**config.mk**
```make
export PLATFORM = sky130hd
export DESIGN_NAME = http_request_byte_parser
export DESIGN_NICKNAME = d
export VERILOG_FILES = /design/src/hrbp_pkg.sv /design/src/http_request_byte_parser.sv /design/src/hrbp_length.sv /design/src/hrbp_parser.sv
export SDC_FILE = /design/constraint.sdc
export NUM_CORES = 1
export LEC_CHECK = 0
export BUFFER_PORTS_ARGS = -buffer_cell sky130_fd_sc_hd__buf_4
export CAP_MARGIN = 20
export CORE_ASPECT_RATIO = 0.5
export CORE_MARGIN = 8
export CORE_UTILIZATION = 30
export DETAILED_ROUTE_END_ITERATION = 6
export HOLD_SLACK_MARGIN = 0.03
export PLACE_DENSITY_LB_ADDON = 0.1
export SLEW_MARGIN = 20
export SYNTH_ARGS = -nofsm -noshare
export SYNTH_HDL_FRONTEND = slang
export SYNTH_SLANG_ARGS = --single-unit
```
**constraint.sdc**
```tcl
create_clock -name clock -period 3.76 [get_ports clock]
set_input_delay 0.188 -clock clock [delete_from_list [all_inputs] [get_ports clock]]
set_output_delay 0.188 -clock clock [all_outputs]
set_load 0.01 [all_outputs]
```
**src/hrbp_pkg.sv**
```systemverilog
// Shared types, codes and constants for the HTTP request byte parser.
// Used by every module of the block; depends on nothing.
`default_nettype none

package hrbp_pkg;

   localparam int LENGTH_BITS_DEF = 32;
   localparam int NAME_LEN        = 14;

   localparam logic [7:0] CH_TAB   = 8'h09;
   localparam logic [7:0] CH_LF    = 8'h0A;
   localparam logic [7:0] CH_VT    = 8'h0B;
   localparam logic [7:0] CH_FF    = 8'h0C;
   localparam logic [7:0] CH_CR    = 8'h0D;
   localparam logic [7:0] CH_SPACE = 8'h20;
   localparam logic [7:0] CH_AMP   = 8'h26;
   localparam logic [7:0] CH_PLUS  = 8'h2B;
   localparam logic [7:0] CH_ZERO  = 8'h30;
   localparam logic [7:0] CH_NINE  = 8'h39;
   localparam logic [7:0] CH_COLON = 8'h3A;
   localparam logic [7:0] CH_EQUAL = 8'h3D;

   typedef enum logic [2:0] {
      ST_METHOD   = 3'd0,
      ST_URL      = 3'd1,
      ST_VERSION  = 3'd2,
      ST_FIELD    = 3'd3,
      ST_VALUE    = 3'd4,
      ST_FORM_KEY = 3'd5,
      ST_FORM_VAL = 3'd6,
      ST_DONE     = 3'd7
   } parse_state_type;

   typedef enum logic [1:0] {
      PH_LEAD   = 2'd0,
      PH_DIGITS = 2'd1,
      PH_STOP   = 2'd2
   } len_phase_type;

   typedef enum logic [2:0] {
      KIND_DELIM    = 3'd0,
      KIND_METHOD   = 3'd1,
      KIND_URL      = 3'd2,
      KIND_VERSION  = 3'd3,
      KIND_HDR_NAME = 3'd4,
      KIND_HDR_VAL  = 3'd5,
      KIND_FORM_KEY = 3'd6,
      KIND_FORM_VAL = 3'd7
   } byte_kind_type;

   typedef enum logic [1:0] {
      STAT_CONTINUE   = 2'd0,
      STAT_COMPLETE   = 2'd1,
      STAT_BAD_LENGTH = 2'd2,
      STAT_IGNORED    = 2'd3
   } parse_status_type;

   // Per-byte verdict handed from the parser to the result register.
   typedef struct packed {
      byte_kind_type    kind;
      logic             commit;
      parse_status_type status;
   } verdict_type;

   // Characters of the header name "Content-Length", by position.
   function automatic logic [7:0] name_char(input logic [3:0] pos);
      logic [7:0] ch;
      case (pos)
         4'd0:    ch = 8'h43; // C
         4'd1:    ch = 8'h6F; // o
         4'd2:    ch = 8'h6E; // n
         4'd3:    ch = 8'h74; // t
         4'd4:    ch = 8'h65; // e
         4'd5:    ch = 8'h6E; // n
         4'd6:    ch = 8'h74; // t
         4'd7:    ch = 8'h2D; // -
         4'd8:    ch = 8'h4C; // L
         4'd9:    ch = 8'h65; // e
         4'd10:   ch = 8'h6E; // n
         4'd11:   ch = 8'h67; // g
         4'd12:   ch = 8'h74; // t
         4'd13:   ch = 8'h68; // h
         default: ch = 8'h00;
      endcase
      return ch;
   endfunction

endpackage

`default_nettype wire

```
**src/http_request_byte_parser.sv**
```systemverilog
// Top level of the HTTP request byte parser: input register, parser, result register.
// Depends on hrbp_pkg and instantiates hrbp_parser.
//
// This block takes an HTTP/1.1 request one byte per beat and returns one beat
// per input beat: the byte itself plus a tag saying whether it belongs to the
// method, URL, version, a header name or value, a urlencoded form key or value,
// or is a dropped delimiter. Headers named exactly "Content-Length" set the body
// length (decimal, leading blanks and one '+' allowed, last header wins,
// saturating at LENGTH_BITS); the body is counted down and every completed
// key/value pair is flagged. Status reports completion at the blank header line
// or the last body byte, a Content-Length with no digits as an error, and every
// later byte as ignored until a beat with the new-request flag restarts the
// parser. Throughput is one byte per clock while the result side does not stall.
// A byte accepted into the input register is parsed there, and its result beat
// is then loaded into the result register, where it is held until it is taken.
// The whole per-byte decision is combinational, between the two registers.
// Both registers advance together, so a stalled result side holds the input side
// after one more beat has been taken.
`default_nettype none

module http_request_byte_parser #(
   parameter int LENGTH_BITS = hrbp_pkg::LENGTH_BITS_DEF
) (
   input  wire logic       clock,
   input  wire logic       reset,
   input  wire logic       req_tvalid,
   output logic            req_tready,
   input  wire logic [7:0] req_tdata,   // [7:0] data_byte
   input  wire logic       req_tuser,   // [0] new_request
   output logic            rsp_tvalid,
   input  wire logic       rsp_tready,
   output logic      [7:0] rsp_tdata,   // [7:0] byte_value
   output logic      [5:0] rsp_tuser    // [2:0] byte_kind, [3] pair_commit, [5:4] parse_status
);

   // Input register stage.
   logic       in_valid_ff;
   logic [7:0] in_byte_ff;
   logic       in_new_ff;

   // Result register stage.
   logic                  out_valid_ff;
   logic [7:0]            out_byte_ff;
   hrbp_pkg::verdict_type out_verdict_ff;

   hrbp_pkg::verdict_type verdict;
   logic                  advance;

   // The registered byte is parsed and moves to the result register whenever
   // the result register is empty or being drained in this cycle.
   assign advance    = in_valid_ff && (!out_valid_ff || rsp_tready);
   assign req_tready = !in_valid_ff || advance;

   hrbp_parser #(
      .LENGTH_BITS(LENGTH_BITS)
   ) u_parser (
      .clock       (clock),
      .reset       (reset),
      .step        (advance),
      .data_byte   (in_byte_ff),
      .new_request (in_new_ff),
      .verdict     (verdict)
   );

   always_ff @(posedge clock) begin
      if (reset) begin
         in_valid_ff <= 1'b0;
      end else if (req_tready) begin
         in_valid_ff <= req_tvalid;
      end
   end

   always_ff @(posedge clock) begin
      if (req_tready && req_tvalid) begin
         in_byte_ff <= req_tdata;
         in_new_ff  <= req_tuser;
      end
   end

   always_ff @(posedge clock) begin
      if (reset) begin
         out_valid_ff <= 1'b0;
      end else if (advance) begin
         out_valid_ff <= 1'b1;
      end else if (rsp_tready) begin
         out_valid_ff <= 1'b0;
      end
   end

   always_ff @(posedge clock) begin
      if (advance) begin
         out_byte_ff    <= in_byte_ff;
         out_verdict_ff <= verdict;
      end
   end

   assign rsp_tvalid = out_valid_ff;
   assign rsp_tdata  = out_byte_ff;
   assign rsp_tuser  = {out_verdict_ff.status, out_verdict_ff.commit, out_verdict_ff.kind};

   a_in_held : assert property (@(posedge clock) disable iff (reset)
      (in_valid_ff && !advance) |=> in_valid_ff)
      else $error("registered input beat dropped without being parsed");

   a_out_held : assert property (@(posedge clock) disable iff (reset)
      (out_valid_ff && !rsp_tready && !advance) |=> out_valid_ff)
      else $error("result beat lost while stalled");

   a_no_overwrite : assert property (@(posedge clock) disable iff (reset)
      advance |-> (!out_valid_ff || rsp_tready))
      else $error("result register overwritten before it was taken");

endmodule

`default_nettype wire

```
**src/hrbp_length.sv**
```systemverilog
// Decimal Content-Length value reader with saturation.
// Depends on hrbp_pkg for the phase codes and character constants.
`default_nettype none

module hrbp_length #(
   parameter int LENGTH_BITS = hrbp_pkg::LENGTH_BITS_DEF
) (
   input  wire logic                   clock,
   input  wire logic                   reset,
   input  wire logic                   step,
   input  wire logic                   clear,
   input  wire logic                   add,
   input  wire logic [7:0]             data_byte,
   output logic       [LENGTH_BITS-1:0] accum,
   output logic                        valid
);

   hrbp_pkg::len_phase_type phase_ff, phase_in;
   logic [LENGTH_BITS-1:0]  accum_ff, accum_in;
   logic                    valid_ff, valid_in;

   logic                    is_digit;
   logic                    is_lead_ws;
   logic [LENGTH_BITS+3:0]  times_ten;
   logic                    take_digit;

   assign is_digit   = (data_byte >= hrbp_pkg::CH_ZERO) && (data_byte <= hrbp_pkg::CH_NINE);
   assign is_lead_ws = (data_byte == hrbp_pkg::CH_SPACE) || (data_byte == hrbp_pkg::CH_TAB) ||
                       (data_byte == hrbp_pkg::CH_VT) || (data_byte == hrbp_pkg::CH_FF);

   // accum * 10 + digit; any carry above LENGTH_BITS means saturation.
   assign times_ten = {1'b0, accum_ff, 3'b000} + {3'b000, accum_ff, 1'b0} +
                      {{LENGTH_BITS{1'b0}}, data_byte[3:0]};

   always_comb begin
      take_digit = 1'b0;
      phase_in   = phase_ff;
      case (phase_ff)
         hrbp_pkg::PH_LEAD: begin
            if (is_lead_ws) begin
               phase_in = hrbp_pkg::PH_LEAD;
            end else if (data_byte == hrbp_pkg::CH_PLUS) begin
               phase_in = hrbp_pkg::PH_DIGITS;
            end else if (is_digit) begin
               phase_in   = hrbp_pkg::PH_DIGITS;
               take_digit = 1'b1;
            end else begin
               phase_in = hrbp_pkg::PH_STOP;
            end
         end
         hrbp_pkg::PH_DIGITS: begin
            if (is_digit) begin
               take_digit = 1'b1;
            end else begin
               phase_in = hrbp_pkg::PH_STOP;
            end
         end
         default: phase_in = phase_ff;
      endcase
   end

   always_comb begin
      accum_in = accum_ff;
      valid_in = valid_ff;
      if (take_digit) begin
         valid_in = 1'b1;
         if (times_ten[LENGTH_BITS+3:LENGTH_BITS] != 4'd0) begin
            accum_in = {LENGTH_BITS{1'b1}};
         end else begin
            accum_in = times_ten[LENGTH_BITS-1:0];
         end
      end
   end

   always_ff @(posedge clock) begin
      if (reset) begin
         phase_ff <= hrbp_pkg::PH_LEAD;
         accum_ff <= '0;
         valid_ff <= 1'b0;
      end else if (step) begin
         if (clear) begin
            phase_ff <= hrbp_pkg::PH_LEAD;
            accum_ff <= '0;
            valid_ff <= 1'b0;
         end else if (add) begin
            phase_ff <= phase_in;
            accum_ff <= accum_in;
            valid_ff <= valid_in;
         end
      end
   end

   assign accum = accum_ff;
   assign valid = valid_ff;

endmodule

`default_nettype wire

```
**src/hrbp_parser.sv**
```systemverilog
// Request state machine: byte tagging, header name match and body countdown.
// Depends on hrbp_pkg and instantiates hrbp_length.
`default_nettype none

module hrbp_parser #(
   parameter int LENGTH_BITS = hrbp_pkg::LENGTH_BITS_DEF
) (
   input  wire logic                  clock,
   input  wire logic                  reset,
   input  wire logic                  step,
   input  wire logic [7:0]            data_byte,
   input  wire logic                  new_request,
   output hrbp_pkg::verdict_type      verdict
);

   hrbp_pkg::parse_state_type state_ff, state_in, cur_state;
   logic [3:0]             pos_ff, pos_in;
   logic                   mis_ff, mis_in;
   logic [LENGTH_BITS-1:0] left_ff, left_in, left_dec;

   logic                   len_clear, len_add, len_valid;
   logic [LENGTH_BITS-1:0] len_accum;

   logic is_ws, is_lf, is_cr, is_colon, is_amp, is_equal;
   logic name_full, left_nz, dec_zero, bad_length;

   assign is_lf    = data_byte == hrbp_pkg::CH_LF;
   assign is_cr    = data_byte == hrbp_pkg::CH_CR;
   assign is_colon = data_byte == hrbp_pkg::CH_COLON;
   assign is_amp   = data_byte == hrbp_pkg::CH_AMP;
   assign is_equal = data_byte == hrbp_pkg::CH_EQUAL;
   assign is_ws    = (data_byte == hrbp_pkg::CH_SPACE) || (data_byte == hrbp_pkg::CH_TAB) ||
                     is_lf || (data_byte == hrbp_pkg::CH_VT) ||
                     (data_byte == hrbp_pkg::CH_FF) || is_cr;

   // A new request restarts at the method whatever was left behind.
   assign cur_state  = new_request ? hrbp_pkg::ST_METHOD : state_ff;
   assign name_full  = (pos_ff == 4'(hrbp_pkg::NAME_LEN)) && !mis_ff;
   assign bad_length = name_full && !len_valid;
   assign left_nz    = left_ff != '0;
   assign left_dec   = left_nz ? left_ff - 1'b1 : left_ff;
   assign dec_zero   = left_dec == '0;

   hrbp_length #(
      .LENGTH_BITS(LENGTH_BITS)
   ) u_length (
      .clock     (clock),
      .reset     (reset),
      .step      (step),
      .clear     (len_clear),
      .add       (len_add),
      .data_byte (data_byte),
      .accum     (len_accum),
      .valid     (len_valid)
   );

   // Next state.
   always_comb begin
      state_in = cur_state;
      unique case (cur_state)
         hrbp_pkg::ST_METHOD:  if (is_ws) state_in = hrbp_pkg::ST_URL;
         hrbp_pkg::ST_URL:     if (is_ws) state_in = hrbp_pkg::ST_VERSION;
         hrbp_pkg::ST_VERSION: if (is_lf) state_in = hrbp_pkg::ST_FIELD;
         hrbp_pkg::ST_FIELD: begin
            if (is_colon) begin
               state_in = hrbp_pkg::ST_VALUE;
            end else if (is_lf) begin
               state_in = left_nz ? hrbp_pkg::ST_FORM_KEY : hrbp_pkg::ST_DONE;
            end
         end
         hrbp_pkg::ST_VALUE: begin
            if (is_lf) begin
               state_in = bad_length ? hrbp_pkg::ST_DONE : hrbp_pkg::ST_FIELD;
            end
         end
         hrbp_pkg::ST_FORM_KEY: begin
            if (dec_zero) begin
               state_in = hrbp_pkg::ST_DONE;
            end else if (is_equal) begin
               state_in = hrbp_pkg::ST_FORM_VAL;
            end
         end
         hrbp_pkg::ST_FORM_VAL: begin
            if (dec_zero) begin
               state_in = hrbp_pkg::ST_DONE;
            end else if (is_amp) begin
               state_in = hrbp_pkg::ST_FORM_KEY;
            end
         end
         hrbp_pkg::ST_DONE:    state_in = hrbp_pkg::ST_DONE;
         default:              state_in = hrbp_pkg::ST_DONE;
      endcase
   end

   // Per-byte verdict.
   always_comb begin
      verdict.kind   = hrbp_pkg::KIND_DELIM;
      verdict.commit = 1'b0;
      verdict.status = hrbp_pkg::STAT_CONTINUE;
      unique case (cur_state)
         hrbp_pkg::ST_METHOD: if (!is_ws) verdict.kind = hrbp_pkg::KIND_METHOD;
         hrbp_pkg::ST_URL:    if (!is_ws) verdict.kind = hrbp_pkg::KIND_URL;
         hrbp_pkg::ST_VERSION: begin
            if (!is_lf && !is_cr) verdict.kind = hrbp_pkg::KIND_VERSION;
         end
         hrbp_pkg::ST_FIELD: begin
            if (is_lf) begin
               if (!left_nz) verdict.status = hrbp_pkg::STAT_COMPLETE;
            end else if (!is_colon && !is_cr) begin
               verdict.kind = hrbp_pkg::KIND_HDR_NAME;
            end
         end
         hrbp_pkg::ST_VALUE: begin
            if (is_lf) begin
               if (bad_length) verdict.status = hrbp_pkg::STAT_BAD_LENGTH;
            end else if (!is_cr) begin
               verdict.kind = hrbp_pkg::KIND_HDR_VAL;
            end
         end
         hrbp_pkg::ST_FORM_KEY: begin
            if (is_amp) begin
               verdict.commit = 1'b1;
            end else if (!is_equal) begin
               verdict.kind = hrbp_pkg::KIND_FORM_KEY;
            end
            if (dec_zero) begin
               verdict.commit = 1'b1;
               verdict.status = hrbp_pkg::STAT_COMPLETE;
            end
         end
         hrbp_pkg::ST_FORM_VAL: begin
            if (is_amp) begin
               verdict.commit = 1'b1;
            end else begin
               verdict.kind = hrbp_pkg::KIND_FORM_VAL;
            end
            if (dec_zero) begin
               verdict.commit = 1'b1;
               verdict.status = hrbp_pkg::STAT_COMPLETE;
            end
         end
         hrbp_pkg::ST_DONE: verdict.status = hrbp_pkg::STAT_IGNORED;
         default:           verdict.status = hrbp_pkg::STAT_IGNORED;
      endcase
   end

   // Name matcher, length reader control and body byte count.
   always_comb begin
      pos_in    = new_request ? 4'd0 : pos_ff;
      mis_in    = new_request ? 1'b0 : mis_ff;
      left_in   = new_request ? '0 : left_ff;
      len_clear = new_request;
      len_add   = 1'b0;
      case (cur_state)
         hrbp_pkg::ST_VERSION: begin
            if (is_lf) begin
               pos_in = 4'd0;
               mis_in = 1'b0;
            end
         end
         hrbp_pkg::ST_FIELD: begin
            if (is_colon) begin
               len_clear = 1'b1;
            end else if (!is_lf && !is_cr) begin
               if ((pos_ff < 4'(hrbp_pkg::NAME_LEN)) &&
                   (hrbp_pkg::name_char(pos_ff) == data_byte)) begin
                  pos_in = pos_ff + 4'd1;
               end else begin
                  mis_in = 1'b1;
               end
            end
         end
         hrbp_pkg::ST_VALUE: begin
            if (is_lf) begin
               if (!bad_length) begin
                  if (name_full) left_in = len_accum;
                  pos_in = 4'd0;
                  mis_in = 1'b0;
               end
            end else if (!is_cr) begin
               len_add = 1'b1;
            end
         end
         hrbp_pkg::ST_FORM_KEY: left_in = left_dec;
         hrbp_pkg::ST_FORM_VAL: left_in = left_dec;
         default: ;
      endcase
   end

   always_ff @(posedge clock) begin
      if (reset) begin
         state_ff <= hrbp_pkg::ST_METHOD;
         pos_ff   <= 4'd0;
         mis_ff   <= 1'b0;
         left_ff  <= '0;
      end else if (step) begin
         state_ff <= state_in;
         pos_ff   <= pos_in;
         mis_ff   <= mis_in;
         left_ff  <= left_in;
      end
   end

   a_done_ignores : assert property (@(posedge clock) disable iff (reset)
      (step && !new_request && state_ff == hrbp_pkg::ST_DONE) |->
      (verdict.status == hrbp_pkg::STAT_IGNORED && verdict.kind == hrbp_pkg::KIND_DELIM &&
       !verdict.commit))
      else $error("byte after end of request was not ignored");

   a_commit_in_body : assert property (@(posedge clock) disable iff (reset)
      (step && verdict.commit) |->
      (cur_state == hrbp_pkg::ST_FORM_KEY || cur_state == hrbp_pkg::ST_FORM_VAL))
      else $error("pair commit outside the form body");

   a_end_goes_done : assert property (@(posedge clock) disable iff (reset)
      (step && (verdict.status == hrbp_pkg::STAT_COMPLETE ||
                verdict.status == hrbp_pkg::STAT_BAD_LENGTH)) |=>
      (state_ff == hrbp_pkg::ST_DONE))
      else $error("request ended but parser is not in done state");

   a_left_holds : assert property (@(posedge clock) disable iff (reset)
      (!step) |=> $stable(left_ff) && $stable(state_ff))
      else $error("parser state changed without a byte");

endmodule

`default_nettype wire
```
Word-level counts from Yosys, hierarchy flattened
Memory sizes are Yosys's and may differ from the RTL's. A register that Yosys moved wholly into a read port is not among the register bits.
Index checks and enable logic that the tools add are counted.
{"block": "totals", "register_bits": 100, "mem_bits_ro": 112, "input_bits": 13, "mem_count": 1}
{"block": "op_classes", "add_sub_neg": 4, "order_cmp": 3, "eq_ne": 21, "n_mux": 84, "reduce_logical": 36}
{"name": "(name not given)", "depth": 16, "width": 7, "read_ports": 1, "rd_clocked_by_memory_dff": 1, "wr": 0, "line": "hrbp_pkg.sv:68", "source": "case (pos)"}
{"cell": "2-to-1 mux 32 bit", "count": 9}
{"cell": "case mux 32 bit (2 select lines)", "count": 1}
{"cell": "2-to-1 mux 3 bit", "count": 20}
{"cell": "== test 8 x 4 -> 1 bit, second input constant", "count": 5}
{"cell": "== test 8 x 6 -> 1 bit, second input constant", "count": 5}
{"cell": "adder 35 x 33 -> 36 bit", "count": 1}
{"cell": "adder 36 x 4 -> 36 bit", "count": 1}
{"cell": "2-to-1 mux 4 bit", "count": 9}
{"cell": "zero test 32 bit", "count": 1}
{"cell": "nonzero test 32 bit", "count": 1}
{"cell": "subtractor 32 x 1 -> 32 bit, second input constant", "count": 1}
{"cell": "2-to-1 mux 2 bit", "count": 12}
{"cell": "2-to-1 mux 8 bit", "count": 3}
{"cell": "case mux 3 bit (8 select lines)", "count": 1}
{"cell": "2-to-1 mux 1 bit", "count": 23}
{"cell": "case mux 3 bit (7 select lines)", "count": 1}
{"cell": "== test 3 bit, second input constant", "count": 4}
{"cell": "case mux 4 bit (3 select lines)", "count": 1}
{"cell": "logical OR 1 bit", "count": 9}
{"cell": "== test 8 bit", "count": 1}
{"cell": ">= comparator 8 x 6 -> 1 bit, second input constant", "count": 1}
{"cell": "less-or-equal comparator 8 x 6 -> 1 bit, second input constant", "count": 1}
{"cell": "logical AND 1 bit", "count": 8}
{"cell": "case mux 2 bit (4 select lines)", "count": 1}
{"cell": "19 further kinds", "count": 28}

Longest topological paths before layout
{"block": "depth", "word_depth": 14, "depth_mapped": 15}

By module
Synthesis repeated with hierarchy kept, for this count alone.
{"block": "hier_totals", "hier_cells": 1073, "hier_area_um2": 8612.0}
{"mod": "hrbp_parser", "instances": 1, "cells_per_inst": 566, "area_each_um2": 4045.1}
{"mod": "hrbp_length", "instances": 1, "cells_per_inst": 474, "area_each_um2": 3772.4}
{"mod": "http_request_byte_parser", "instances": 1, "cells_per_inst": 33, "area_each_um2": 794.5}

Worst setup path after synthesis
Ideal clock, no wire load.
{"block": "synth_path", "kind": "register -> register", "start": "register in_byte_ff[3]", "end": "register u_parser.u_length.accum_ff[11], in the netlist u_parser.u_length.accum[11]", "arrival_time_ns": 3.395, "required_time_ns": 3.638, "setup_slack_ns": 0.243, "path_stages_with_launch": 16, "path_buffers": 2, "cell_sequence": "edfxtp_1 -> inv_1 -> fa_1 -> inv_1 -> fa_1 -> a21oi_1 -> o22ai_1 -> o21ai_0 -> nand4_1 -> a21o_1 -> a221oi_1 -> o32ai_1 -> and2_1 -> clkbuf_1 -> buf_2 -> a221o_1"}
{"block": "synth_via", "elab_chain_cells": 8, "elab_cells_between_ends": 32}
{"item": "start, declared", "line": "http_request_byte_parser.sv:38", "source": "logic [7:0] in_byte_ff;"}
{"item": "start signal, assigned", "line": "http_request_byte_parser.sv:75", "source": "in_byte_ff <= req_tdata;"}
{"item": "parallel branches: the longest is 8 deep, another holds adder 36 x 4 -> 36 bit"}
{"item": "end signal, assigned", "line": "hrbp_length.sv:87", "source": "accum_ff <= accum_in;"}
{"item": "end, declared", "line": "hrbp_length.sv:19", "source": "logic [LENGTH_BITS-1:0] accum_ff, accum_in;"}
Several ways; the timed one is not identified. The select of a mux whose other input is x is not followed.
A chain may end at the register's enable or synchronous reset.

Worst setup path in the final report
{"block": "layout_path", "start": "register in_byte_ff[3]", "end": "register u_parser.u_length.accum_ff[5], in the netlist u_parser.u_length.accum[5]"}
Same word-level chain as after synthesis.

==> impl_metrics.env <==
export IMPL_synth_compound_area_share_pct=25.44
export IMPL_period_needed_ns=3.529
export IMPL_antenna_found_initial=0
export IMPL_min_delay_start="req_tvalid"
export IMPL_grt_max_degree=53
export IMPL_dp_hpwl_mm=18.25
export IMPL_first_global_vias=7309
export IMPL_hold_class="in2reg"
export IMPL_setup_viol=0
export IMPL_dieArea_sq_um=32850
export IMPL_yosysMostFrequentCell="nor2_1"
export IMPL_via_count=7495
export IMPL_synthFlopType="dfxtp_1"
export IMPL_synth_cells=987
export IMPL_grt_overflow=0
export IMPL_critPathCaptureType="register"
export IMPL_path_clk_slew_ns=0.07
export IMPL_dr_pass1_iters=5
export IMPL_synth_top_family_by_area="compound AO/OA/AOI/OAI gates"
export IMPL_drt_first_iter_violations=471
export IMPL_worstMarginPinSlew_ns=0.6548
export IMPL_yosys_area_share_simple_pct=23.33
export IMPL_grt_pass1_wl_mm=40.51
export IMPL_synth_edf_count=23
export IMPL_async_flop_share_pct=0
export IMPL_row_count=42
export IMPL_p_leak_uw=0.003845
export IMPL_place_congestion=0.8082
export IMPL_synth_nets=1074
export IMPL_slew_viol_final=0
export IMPL_pin_count=29
export IMPL_clock_skew_ns=0.009405
export IMPL_clkLatencyLatePin_ns=0.36
export IMPL_relSlewSlack_pct=56.29
export IMPL_yosys_area_top_type="dfxtp_1"
export IMPL_maxCapViolCount=0
export IMPL_synth_fa_ha_area_share_pct=11.61
export IMPL_synth_common_cells="nor2_1 (110), a21oi_1 (85), dfxtp_1 (84)"
export IMPL_grt_usage_pct=14.86
export IMPL_route_detailed_drc=0
export IMPL_fmax_mhz=283.4
export IMPL_wl_per_cell_microns=17.98
export IMPL_clk_path_buf_depth=2
export IMPL_port_buffers=28
export IMPL_diodes=0
export IMPL_cts_tree="done"
export IMPL_htree_num_levels=3
export IMPL_area_delta_synth_final_pct=14.22
export IMPL_drive_above_1_share_pct=11.86
export IMPL_synth_area_leaders="dfxtp_1 (21%), ha_1 (11%), edfxtp_1 (8.5%), a21oi_1 (5.2%), nor2_1 (5.1%)"
export IMPL_synthMuxAreaShare_pct=0.6483
export IMPL_ys_ff_latch=107
export IMPL_nets=1102
export IMPL_p_per_area_nw_per_um2=284.7
export IMPL_root_buffer="clkbuf_16"
export IMPL_drt_total_wl_mm=24.67
export IMPL_stdcell_area_sq_um=9258
export IMPL_synthesis_area_sq_um=8105
export IMPL_crit_path_start_kind="register"
export IMPL_placed_cell_area_sq_um=8840
export IMPL_cts_sinks=107
export IMPL_period_share_pct=93.85
export IMPL_status="completed"
export IMPL_synth_seq_area_share_pct=29.27
export IMPL_synth_distinct_cells=82
export IMPL_yosysTopAreaCellShare_pct=20.75
export IMPL_tns_ns=0
export IMPL_synth_xor_area_share_pct=5.079
export IMPL_arrival_ns=3.78
export IMPL_antenna_left=0
export IMPL_fill_cells=2788
export IMPL_yosysWarnings=0
export IMPL_worst_endpoint_required_ns=4.01
export IMPL_syn_avg_cell_area_sq_um=8.212
export IMPL_setup_worst_path_class="reg2reg"
export IMPL_r2r_slack_ns=0.23
export IMPL_ir_worst_vdd_v=0.0001991
export IMPL_crit_path_start="in_byte_ff[3]$_DFFE_PP_"
export IMPL_fp_dieH_microns=132.2
export IMPL_hold_violations=0
export IMPL_start_util_pct=30.60
export IMPL_rsz0062_at_grt="no"
export IMPL_worstReg2RegStart="in_byte_ff[3]$_DFFE_PP_"
export IMPL_viasPerCell=5.463
export IMPL_core_area_sq_um=26490
export IMPL_die_width_microns=248.5
export IMPL_crit_fanout=31
export IMPL_numCtsBuffers=9
[sequential cells by signal, indices dropped and copies added (netlist names), named ones only]
signal / count
rsp_tdata: 8
u_parser.pos_ff: 4
u_parser.left_ff: 32
in_byte_ff: 8
rsp_tvalid: 1
in_valid_ff: 1
u_parser.u_length.accum: 32
u_parser.u_length.valid: 1
u_parser.mis_ff: 1
u_parser.state_ff: 3
u_parser.u_length.phase_ff: 2
rsp_tuser: 6
in_new_ff: 1
[critical path, stage by stage, from the launching register on]
cell and delay (ns):
edfxtp_1 0.35, inv_1 0.07, fa_1 0.53, inv_1 0.07, fa_2 0.41, a21oi_2 0.17
o22ai_1 0.12, o21ai_1 0.14, buf_4 0.16, nand4_1 0.14, a21o_1 0.20, a221oi_1 0.26
o32ai_1 0.14, and2_1 0.20, buf_12 0.17, a221o_1 0.27
[kinds of logic after synthesis]
kind of cell             count (synthesis)
AO/OA/AOI/OAI                          301
XOR/XNOR                                47
adder cells (fa/ha/maj)                 74
buffers and inverters                   92
flip-flops                             107
multiplexers                             5
AND/OR/NAND/NOR                        361
[metrics by stage]
step / total power (uW) / cells / setup slack (ns) / hold slack [ns] / utilization, %
floorplan: 1488 / 987 / 0.2432 / 0.2869 / -
global placement: 1606 / 1347 / 0.1805 / 0.3674 / 33.38
detailed placement: 1606 / 1347 / 0.09733 / 0.3676 / 33.38
CTS: 2675 / 1372 / 0.07313 / 0.03257 / 34.91
global route: 2771 / 1372 / 0.01760 / 0.06931 / 34.95
finish: 2635 / 1372 / 0.2311 / 0.04559 / 34.95
[layer usage]
metal  routed length [microns]  share of wire (%)  vias up  GRT usage [%]
met5                         0                  0        -              0
met4                       352                1.4        0          3.549
li1                          -                  -     3731              -
met3                       655                2.7       23          2.460
met1                     12460                 51     3621          20.29
met2                     11200                 45      120          24.19
[placed cells by master (no fill, tap or decap), types with 14 or more instances in the layout]
cell type	synthesis	final
a221o_1	37	37
inv_1	27	27
nor3_1	33	32
dfxtp_1	84	84
a21o_1	14	14
buf_4	0	71
a21oi_1	85	84
edfxtp_1	23	23
xor2_1	20	20
ha_1	72	72
a22oi_1	18	18
nand2_1	79	79
o21ai_0	58	56
nor2_1	110	109
nand3_1	26	26
xnor2_1	27	27
[final timing paths]
check / depth (start not counted) / endpoint
hold reg to reg: 2 / u_parser.u_length.phase_ff[1]$_SDFFE_PP0P_
setup reg to reg: 15 / u_parser.u_length.accum[5]$_SDFFE_PP0P_
setup / recovery: 15 / u_parser.u_length.accum[5]$_SDFFE_PP0P_
hold / removal: 3 / in_valid_ff$_SDFFE_PP0N_
[report_power, final]
part           internal, uW  leakage, uW  total, uW  switching (uW)
sequential             1190     0.000898       1220            23.5
clock                   584     0.000156       1050             465
combinational           145      0.00279        369             223
total                  1920      0.00384       2640             712
[final cells by class]
class	count	area [sq um]	area share [%]
timing repair buffer	81	643.1	6.947
multi-input combinational	788	5380	58.12
sequential	107	2372	25.63
clock inverter	7	91.34	0.9866
clock buffer	9	225.2	2.433
inverter	28	105.1	1.135
tap	352	440.4	4.757
[repair_timing]
action	in CTS	in global routing
resized for setup	0	4
hold buffers	9	0
buffers inserted	0	0
endpoints found under the setup margin	0	31
hold endpoints to repair	9	0
Power figures use the tool's default switching activity.
